$ cat src/wctg_pkg.sv
// Package: shared constants and word types for the windowed counter gamma tracker.
package wctg_pkg;

    localparam int WINDOW_BITS = 16;
    localparam int TAG_BITS    = 4;
    localparam int COUNT_W     = 31;
    localparam int CTR_W       = 20;
    localparam int EST_W       = 32;
    localparam int FUNC_W      = 2;

    localparam int GAMMAS      = (1 << TAG_BITS) - 1;
    localparam int LOW_BITS    = (WINDOW_BITS > TAG_BITS) ? (WINDOW_BITS - TAG_BITS) : 0;
    localparam int HI_W        = COUNT_W - LOW_BITS;
    localparam int BOUND_W     = COUNT_W + 1;

    // one window span added to the rounded-down maximum in the query
    localparam logic [BOUND_W-1:0] WINDOW_SPAN = BOUND_W'(64'd1 << WINDOW_BITS);

    localparam logic [FUNC_W-1:0] FUNC_UPDATE = 2'd0;
    localparam logic [FUNC_W-1:0] FUNC_QUERY  = 2'd1;
    localparam logic [FUNC_W-1:0] FUNC_READ   = 2'd2;

    typedef struct packed {
        logic [FUNC_W-1:0]   func;
        logic [COUNT_W-1:0]  value;
        logic [TAG_BITS-1:0] gamma_select;
    } t_in_word;

    typedef struct packed {
        logic                found;
        logic [TAG_BITS-1:0] min_gamma;
        logic [EST_W-1:0]    estimate;
    } t_out_word;

endpackage

$ cat src/wctg_lane.sv
// Lane: one gamma tracker, running maximum and high counter with their update logic.
module wctg_lane (
    input  logic                               i_clk,
    input  logic                               i_rst_n,
    input  logic                               i_update,
    input  logic [wctg_pkg::COUNT_W-1:0]       i_count,
    input  logic [wctg_pkg::TAG_BITS-1:0]      i_gamma,
    output logic                               o_hit,
    output logic [wctg_pkg::EST_W-1:0]         o_estimate
);

    logic [wctg_pkg::COUNT_W-1:0]  r_max;
    logic [wctg_pkg::COUNT_W-1:0]  n_max;
    logic [wctg_pkg::CTR_W-1:0]    r_ctr;
    logic [wctg_pkg::CTR_W-1:0]    n_ctr;

    logic [wctg_pkg::HI_W-1:0]     w_hi_new;
    logic [wctg_pkg::HI_W-1:0]     w_hi_diff;
    logic [wctg_pkg::TAG_BITS-1:0] w_step;
    logic [wctg_pkg::COUNT_W-1:0]  w_max_floor;
    logic [wctg_pkg::BOUND_W-1:0]  w_bound;

    assign w_hi_new  = i_count[wctg_pkg::COUNT_W-1:wctg_pkg::LOW_BITS];
    // count > max guarantees the high parts do not go backward
    assign w_hi_diff = w_hi_new - r_max[wctg_pkg::COUNT_W-1:wctg_pkg::LOW_BITS];
    assign w_step    = w_hi_new[wctg_pkg::TAG_BITS-1:0] - r_ctr[wctg_pkg::TAG_BITS-1:0];

    always_comb begin
        n_max = r_max;
        n_ctr = r_ctr;
        if (i_update) begin
            if ((i_count > r_max) && (w_hi_diff <= wctg_pkg::HI_W'(i_gamma))) begin
                n_max = i_count;
            end
            if (w_step <= i_gamma) begin
                n_ctr = r_ctr + wctg_pkg::CTR_W'(w_step);
            end
        end
    end

    always_ff @(posedge i_clk) begin
        if (!i_rst_n) begin
            r_max <= '0;
            r_ctr <= '0;
        end else begin
            r_max <= n_max;
            r_ctr <= n_ctr;
        end
    end

    // query bound: maximum rounded down to the low-part grid, plus one window
    assign w_max_floor = {r_max[wctg_pkg::COUNT_W-1:wctg_pkg::LOW_BITS],
                          {wctg_pkg::LOW_BITS{1'b0}}};
    assign w_bound     = wctg_pkg::BOUND_W'(w_max_floor) + wctg_pkg::WINDOW_SPAN;
    assign o_hit       = w_bound > wctg_pkg::BOUND_W'(i_count);

    assign o_estimate  = wctg_pkg::EST_W'({r_ctr, {wctg_pkg::LOW_BITS{1'b0}}});

endmodule

$ cat src/windowed_counter_gamma_tracker_core.sv
// Top level: input register, bank of gamma lanes, query pick and result register.
// A query or read result is registered into the result stage when its word leaves the input register.
// Throughput: one word per cycle while o_stall is low; all fifteen lanes update in parallel. A result held by
// i_stall keeps the next query or read word in the input register, which then stalls the input.
// Updates and unknown function codes produce no result word.
// Reset (i_rst_n low, synchronous) clears both valid flags and zeroes every lane.
module windowed_counter_gamma_tracker_core (
    input  logic                i_clk,
    input  logic                i_rst_n,
    input  logic                i_valid,
    output logic                o_stall,
    input  wctg_pkg::t_in_word  i_word,
    output logic                o_valid,
    input  logic                i_stall,
    output wctg_pkg::t_out_word o_word
);

    // input stage
    logic                r_in_valid;
    logic                n_in_valid;
    wctg_pkg::t_in_word  r_in;

    // result stage
    logic                r_out_valid;
    logic                n_out_valid;
    wctg_pkg::t_out_word r_out;
    wctg_pkg::t_out_word n_out;

    logic w_accept;
    logic w_has_result;
    logic w_advance;
    logic w_update;

    logic [wctg_pkg::GAMMAS-1:0] w_hit;
    logic [wctg_pkg::EST_W-1:0]  w_est [wctg_pkg::GAMMAS];

    logic                          w_found;
    logic [wctg_pkg::TAG_BITS-1:0] w_min_gamma;
    logic [wctg_pkg::EST_W-1:0]    w_estimate;

    // only query and read words give a result; they wait for room downstream
    assign w_has_result = (r_in.func == wctg_pkg::FUNC_QUERY) ||
                          (r_in.func == wctg_pkg::FUNC_READ);
    assign w_advance    = r_in_valid && (!w_has_result || !r_out_valid || !i_stall);
    assign o_stall      = r_in_valid && !w_advance;
    assign w_accept     = i_valid && !o_stall;
    assign w_update     = w_advance && (r_in.func == wctg_pkg::FUNC_UPDATE);

    always_comb begin
        n_in_valid = r_in_valid;
        if (w_accept) begin
            n_in_valid = 1'b1;
        end else if (w_advance) begin
            n_in_valid = 1'b0;
        end
    end

    always_ff @(posedge i_clk) begin
        if (!i_rst_n) begin
            r_in_valid <= 1'b0;
        end else begin
            r_in_valid <= n_in_valid;
        end
    end

    always_ff @(posedge i_clk) begin
        if (w_accept) begin
            r_in <= i_word;
        end
    end

    // lane bank: each lane sees the registered value as count or query size
    for (genvar g = 0; g < wctg_pkg::GAMMAS; g++) begin : g_lane
        wctg_lane u_lane (
            .i_clk      (i_clk),
            .i_rst_n    (i_rst_n),
            .i_update   (w_update),
            .i_count    (r_in.value),
            .i_gamma    (wctg_pkg::TAG_BITS'(g + 1)),
            .o_hit      (w_hit[g]),
            .o_estimate (w_est[g])
        );
    end

    // smallest gamma that satisfies the query: scan from the top down
    always_comb begin
        w_found     = 1'b0;
        w_min_gamma = '0;
        for (int g = wctg_pkg::GAMMAS - 1; g >= 0; g--) begin
            if (w_hit[g]) begin
                w_found     = 1'b1;
                w_min_gamma = wctg_pkg::TAG_BITS'(g + 1);
            end
        end
    end

    // gamma_select of zero names no lane
    always_comb begin
        w_estimate = '0;
        for (int g = 0; g < wctg_pkg::GAMMAS; g++) begin
            if (r_in.gamma_select == wctg_pkg::TAG_BITS'(g + 1)) begin
                w_estimate = w_est[g];
            end
        end
    end

    always_comb begin
        n_out = '0;
        if (r_in.func == wctg_pkg::FUNC_QUERY) begin
            n_out.found     = w_found;
            n_out.min_gamma = w_min_gamma;
        end else begin
            n_out.estimate  = w_estimate;
        end
    end

    always_comb begin
        n_out_valid = r_out_valid;
        if (w_advance && w_has_result) begin
            n_out_valid = 1'b1;
        end else if (!i_stall) begin
            n_out_valid = 1'b0;
        end
    end

    always_ff @(posedge i_clk) begin
        if (!i_rst_n) begin
            r_out_valid <= 1'b0;
        end else begin
            r_out_valid <= n_out_valid;
        end
    end

    always_ff @(posedge i_clk) begin
        if (w_advance && w_has_result) begin
            r_out <= n_out;
        end
    end

    assign o_valid = r_out_valid;
    assign o_word  = r_out;

    // a held input word is never overwritten by a new one
    a_no_overwrite: assert property (@(posedge i_clk) disable iff (!i_rst_n)
        w_accept |-> (!r_in_valid || w_advance))
        else $error("input word overwritten");

    // a word that could not advance is still held next cycle
    a_hold_input: assert property (@(posedge i_clk) disable iff (!i_rst_n)
        (r_in_valid && !w_advance) |=> r_in_valid)
        else $error("held input word lost");

    // a query result carries no estimate
    a_found_clean: assert property (@(posedge i_clk) disable iff (!i_rst_n)
        (o_valid && o_word.found) |-> (o_word.estimate == '0))
        else $error("query result with estimate");

    // no gamma found means min_gamma is zero
    a_miss_zero: assert property (@(posedge i_clk) disable iff (!i_rst_n)
        (o_valid && !o_word.found) |-> (o_word.min_gamma == '0))
        else $error("min_gamma set without found");

    // a result taken downstream is not shown again unless a new one was loaded
    a_no_repeat: assert property (@(posedge i_clk) disable iff (!i_rst_n)
        (o_valid && !i_stall && !(w_advance && w_has_result)) |=> !o_valid)
        else $error("result word repeated");

endmodule

$ cat config.mk
export PLATFORM = sky130hd
export DESIGN_NAME = windowed_counter_gamma_tracker_core
export DESIGN_NICKNAME = d
export VERILOG_FILES = /design/src/wctg_pkg.sv /design/src/wctg_lane.sv /design/src/windowed_counter_gamma_tracker_core.sv
export SDC_FILE = /design/constraint.sdc
export NUM_CORES = 2
export LEC_CHECK = 0
export BUFFER_PORTS_ARGS = -buffer_cell sky130_fd_sc_hd__buf_2
export CAP_MARGIN = 20
export CORE_MARGIN = 3
export CORE_UTILIZATION = 55
export DETAILED_ROUTE_END_ITERATION = 7
export PLACE_DENSITY = 0.74
export SETUP_SLACK_MARGIN = 0.5
export SLEW_MARGIN = 20
export SYNTH_ARGS = -nofsm -noshare
export SYNTH_HDL_FRONTEND = slang
export SYNTH_SLANG_ARGS = --single-unit
export TNS_END_PERCENT = 5
$ cat constraint.sdc
create_clock -name i_clk -period 6.5 [get_ports i_clk]
set_clock_uncertainty 0.15 [all_clocks]
set_input_delay 0.65 -clock i_clk [delete_from_list [all_inputs] [get_ports i_clk]]
set_output_delay 0.65 -clock i_clk [all_outputs]
set_load 0.05 [all_outputs]
## Word level (Yosys, flattened, before mapping)

Index checks and enable logic that the tools add are counted.

| storage, ports and cells | value |
|---|---|
| register bits | 841 |
| bits of input ports | 41 |
| output and inout port bits | 39 |
| logic and storage cells | 294 |

| cells by class | value |
|---|---|
| add/subtract/negate cells | 60 |
| order comparisons | 60 |
| equal/unequal tests | 18 |
| muxes and demuxes | 49 |
| bitwise operators | 1 |
| reduce and logical (&&, ||, !) cells | 64 |

Operators with widths:

| cell | count |
|---|---|
| adder 31 x 17 -> 32 bit (second input constant) | 15 |
| > comparator 32 x 31 -> 1 bit | 15 |
| two-way mux 32 bit | 15 |
| > comparator 31 bit | 15 |
| adder 20 x 4 -> 20 bit | 15 |
| subtractor 19 bit | 15 |
| <= comparator 19 x 4 -> 1 bit (second input constant) | 8 |
| <= comparator 19 x 3 -> 1 bit (second input constant) | 4 |
| AND reduction 2 bit | 30 |
| subtractor 4 bit | 15 |
| <= comparator 19 x 2 -> 1 bit (second input constant) | 2 |
| equality test 4 bit (second input constant) | 8 |
| <= comparator 4 bit (second input constant) | 8 |
| two-way mux 4 bit | 8 |
| logical AND 1 bit | 20 |
| two-way mux 1 bit | 20 |
| <= comparator 19 x 1 -> 1 bit (second input constant) | 1 |
| equality test 4 x 3 -> 1 bit (second input constant) | 4 |
| <= comparator 4 x 3 -> 1 bit (second input constant) | 4 |
| OR reduction 15 bit | 1 |
| two-way mux 3 bit | 4 |
| equality test 4 x 2 -> 1 bit (second input constant) | 2 |
| <= comparator 4 x 2 -> 1 bit (second input constant) | 2 |
| OR reduction 8 bit | 1 |
| other kinds (13) | 20 |

## Longest topological paths before layout

| depth | value |
|---|---|
| word-level depth | 17 |
| depth in mapped cells | 16 |

## By module

A second synthesis with hierarchy kept.

| unflattened totals | value |
|---|---|
| cells, all modules | 10673 |
| area total of the unflattened synthesis | 84816.3 sq um |

Modules (own cells, without submodules):

| module | instances | cells each | area each (sq um) |
|---|---|---|---|
| wctg_lane (g_lane[13].u_lane ...) | 10 | 661 | 5233.8 |
| wctg_lane (g_lane[0].u_lane ...) | 4 | 619 | 4897.2 |
| windowed_counter_gamma_tracker_core | 1 | 940 | 7917.6 |
| wctg_lane (g_lane[12].u_lane) | 1 | 647 | 4972.3 |

## Worst setup path after synthesis

No wires, ideal clock.

| timing path | value |
|---|---|
| path kind | register to register |
| start point | register r_in[17] (netlist name) |
| end point | register g_lane[0].u_lane.r_max[13] (netlist name) |
| data arrival time | 5873 ps |
| slack | 396 ps |
| stages on the path, launching flop included | 13 |
| buffers on the path | 1 |
| clock period less this slack | 6104 ps |
| path through | edfxtp_1 > inv_1 > fa_1 > and2b_1 > o32a_1 > o2111ai_1 > nor4_1 > o31ai_1 > or4_1 > a2111o_1 > nor4_4 > buf_4 > mux2i_1 |

| between the ends | value |
|---|---|
| word-level cells in the longest chain between the ends | 4 |
| elaborated cells between the ends (all ways) | 5 |
| those cells by class | add/sub (1); order compare (2); reduce/logical (2) |

RTL lines:

| element | line | source |
|---|---|---|
| start: declaration | windowed_counter_gamma_tracker_core.sv:21 | `wctg_pkg::t_in_word r_in;` |
| start signal: assignment | windowed_counter_gamma_tracker_core.sv:68 | `r_in <= i_word;` |
| subtractor 19 bit | wctg_lane.sv:25 | `assign w_hi_diff = w_hi_new - r_max[wctg_pkg::COUNT_W-1:wctg_pkg::LOW_BITS];` |
| <= comparator 19 x 1 -> 1 bit | wctg_lane.sv:32 | `if ((i_count > r_max) && (w_hi_diff <= wctg_pkg::HI_W'(i_gamma))) begin` |
| logical AND 1 bit | wctg_lane.sv:32 |  |
| AND reduction 2 bit (no source line) | -- |  |
| end signal: assignment | wctg_lane.sv:46 | `r_max <= n_max;` |
| end: declaration | wctg_lane.sv:12 | `logic [wctg_pkg::COUNT_W-1:0] r_max;` |

Several ways; a longest one is shown, not always the timed one.
A chain may end at the register's enable or synchronous reset.

## Final worst setup path

| timing path | value |
|---|---|
| start point | register r_in[17] (netlist name) |
| end point | register g_lane[2].u_lane.r_max[6] (netlist name) |

| between the ends | value |
|---|---|
| word-level cells in the longest chain between the ends | 4 |
| elaborated cells between the ends (all ways) | 5 |
| those cells by class | add/sub (1); order compare (2); reduce/logical (2) |

RTL lines:

| element | line |
|---|---|
| subtractor 19 bit | wctg_lane.sv:25 |
| <= comparator 19 x 2 -> 1 bit | wctg_lane.sv:32 |
| logical AND 1 bit * | wctg_lane.sv:32 |
| AND reduction 2 bit (no source line) * | -- |
| end signal: assignment | wctg_lane.sv:46 |
| end: declaration | wctg_lane.sv:12 |

Mark *: on every way between the ends. The rest lies on a longest branch, timed or not.

==> results.sh <==
export IMPL_status="finished clean"
export IMPL_dieArea_um2=129000
export IMPL_worst_slack_ns=1.17
export IMPL_area_growth_syn_to_layout_pct=8.75
export IMPL_crit_path_end_kind="flop"
export IMPL_startpoint="r_in[17]$_DFFE_PP_"
export IMPL_min_path_cells=1
export IMPL_drtIter0Drc=7562
export IMPL_switchingPower_mw=3.86
export IMPL_rsz0062_at_grt="false"
export IMPL_dpl_instance_area_um2=71000
export IMPL_final_common_cell="nand2_1"
export IMPL_setup_viol=0
export IMPL_vias=63979
export IMPL_yosys_register_bits=829
export IMPL_r2r_end="g_lane[2].u_lane.r_max[6]$_SDFFE_PN0P_"
export IMPL_max_slew_margin_rel=0.160
export IMPL_worstPathMaxFanout=31
export IMPL_grt_max_degree=130
export IMPL_worst_pin_slew_ns=1.26
export IMPL_fin_crit_sh=0.820
export IMPL_wl_um=237000
export IMPL_timing_rr_start="r_in[17]$_DFFE_PP_"
export IMPL_ant_nets=0
export IMPL_drv_slew=0
export IMPL_yosys_warnings=0
export IMPL_power_total_mw=13.1
export IMPL_io_pins=80
export IMPL_whs_endpoint="r_in[18]$_DFFE_PP_"
export IMPL_fin_tns_setup_ns=0
export IMPL_gr_usage_all_layers=0.352
export IMPL_nets=9359
export IMPL_hold_path_class="in2reg"
export IMPL_worstRegToRegCells=12
export IMPL_switching_share=0.295
export IMPL_start_util=0.555
export IMPL_mostFrequentLayoutCells="nand2_1, ha_1, dfxtp_1, inv_1, mux2i_1"
export IMPL_grt_antenna_before_repair=21
export IMPL_cts_root_buffer="clkbuf_16"
export IMPL_hold_violations=0
export IMPL_whs_ns=0.0389
export IMPL_overflow=0
export IMPL_via_per_inst=6.31
export IMPL_post_cts_setup_buffers=0
export IMPL_cts_tree="built"
export IMPL_dp_hpwl_um=171000
export IMPL_yosys_cell_types_count=116
export IMPL_clockPowerShare=0.439
export IMPL_clk_latency_ns=0.71
export IMPL_drt_pass1_iter_count=8
export IMPL_asyncSetResetFlopFracSynth=0
export IMPL_startpoint_type="flop"
export IMPL_port_buffers=67
export IMPL_synth_edf_count=62
export IMPL_wl_per_cell_um=23.4
export IMPL_synth_main_ff_cell="dfxtp_1"
export IMPL_ctsLongestPathBuffers=3
export IMPL_grt_pass1_vias=59320
export IMPL_coreArea_um2=124000
export IMPL_cp_slowest_cell="or4_2"
export IMPL_seq_area_frac_synth=0.251
export IMPL_combPwrFrac=0.164
export IMPL_crit_chain="inv_1, buf_4, ha_1, and3_1, and3_1, o21ai_0, a21oi_1, o21ai_0, a21oi_1, a2111oi_0, or4_2, mux2i_1"
export IMPL_arrival_ns=5.78
export IMPL_die_h_um=359
export IMPL_irDropWorstVdd_v=0.000226
export IMPL_p_per_area_nw_per_um2=175
export IMPL_cts_reportedPaths_clkPinSlew_ns=0.06
export IMPL_synth_avg_cell_area_um2=8.22
export IMPL_design_area_um2=74700
export IMPL_route_detailed_drc=0
export IMPL_p_leak_nw=31.2
export IMPL_internal_power_mw=9.24
export IMPL_pre_cts_ws_ns=1.28
export IMPL_clock_sinks=829
export IMPL_syn_inst=8353
export IMPL_die_width_um=359
export IMPL_syn_area_um2=68700
export IMPL_power_frac_seq=0.398
export IMPL_r2r_slack_ns=1.17
export IMPL_crit_type="reg2reg"
export IMPL_cts_buffers=98
export IMPL_max_cap_viol_count=0
export IMPL_grt_pass1_wl_um=356000
export IMPL_critPathRequiredTime_ns=6.95
export IMPL_h_tree_depth=3
export IMPL_min_from="i_word[18]"
export IMPL_place_gp_congestion=1.02
export IMPL_post_route_min_period_ns=5.33
export IMPL_rows=129
export IMPL_drive_gt1_frac=0.0557
export IMPL_fmaxAchievable_mhz=188
export IMPL_critPathMaxStageDelay_ns=1.18
[area by class of cell]
cell class	count	area (µm²)
well taps	1637	2050
diodes	5	12.5
clock inverters	33	352
clock buffers	149	2970
flip-flops and latches	829	17200
inverters	736	2760
fillers	10739	49100
multi-input cells	6505	47400
repair buffers	247	1890
[critical path, delay by kind of cell, from the launching register on]
kind	cells	cell delay, ns
buffers and inverters	2	1.25
muxes	1	0.35
adders and majority gates	1	0.20
and+or+nand+nor	3	1.75
DFF	1	0.43
AOI/OAI and AO/OA	5	1.05
[worst max-delay path by stage]
stage	end	depth (start not counted)
2_1_floorplan	g_lane[0].u_lane.r_max[13]$_SDFFE_PN0P_	12
3_3_place_gp	g_lane[3].u_lane.r_max[8]$_SDFFE_PN0P_	11
3_5_place_dp	g_lane[3].u_lane.r_max[11]$_SDFFE_PN0P_	12
4_1_cts	g_lane[3].u_lane.r_max[29]$_SDFFE_PN0P_	12
5_1_grt	g_lane[2].u_lane.r_max[6]$_SDFFE_PN0P_	12
6_report	g_lane[2].u_lane.r_max[6]$_SDFFE_PN0P_	12
[power by group through the flow]
stage / Combinational, mW / Sequential (mW) / Clock (mW)
floorplan: 1.30 / 5.36 / 0
global placement: 2.01 / 5.32 / 0
detailed placement: 2.04 / 5.32 / 0
CTS: 2.07 / 5.21 / 5.79
global route: 2.29 / 5.21 / 5.99
finish: 2.14 / 5.21 / 5.74
[synthesized netlist by cell type, drive strengths merged (62+ instances only)]
cell type,instances,area [µm²]
nand2,886,3330
ha,856,10700
dfxtp,767,15400
inv,735,2760
mux2i,551,5520
a21oi,438,2190
xnor2,419,3670
nor2,388,1460
o21ai,376,1880
and2,259,1620
nand3,257,1290
clkbuf,210,801
nand4,188,1180
nor2b,170,1060
nor3,167,841
a21o,164,1230
xor2,109,955
and3,94,589
or3,89,558
a21boi,87,653
buf,84,594
nand2b,76,475
a211oi,73,558
edfxtp,62,1860
[stage by stage]
step                      std cells   util
after floorplan                8364      -
after global placement         9922  0.574
after detailed placement       9922  0.574
after CTS                     10135  0.603
after global routing          10136  0.603
final                         10141  0.603
[routing by layer]
metal	global-route usage	wire length (µm)	up-vias
li1	-	-	29750
met1	0.493	101000	30526
met2	0.521	97500	3106
met3	0.0916	28900	587
met4	0.122	9570	10
met5	0	66	-
[sequential cells by signal, summed over array words and instances (netlist names)]
signal	count
o_word	25
g_lane.u_lane.r_ctr	300
r_in	37
o_valid	1
g_lane.u_lane.r_max	465
r_in_valid	1
[logic make-up (layout without fill, tap and decap cells)]
group / count (synthesis) / after routing / synth area share
AO/OA/AOI/OAI: 1701 / 1701 / 0.162
XOR/XNOR: 528 / 528 / 0.0673
adder cells (fa/ha/maj): 903 / 903 / 0.169
buffers and inverters: 1030 / 1165 / 0.0605
flip-flops: 829 / 829 / 0.251
multiplexers: 572 / 572 / 0.0853
other: 1 / 17 / 0.0000546
AND/OR/NAND/NOR: 2789 / 2789 / 0.205
[what timing repair did]
item	4_1_cts	5_1_grt
hold endpoints to repair	31	0
hold buffers	31	0
resized for setup	0	0
(Power assumes the default switching activity.)
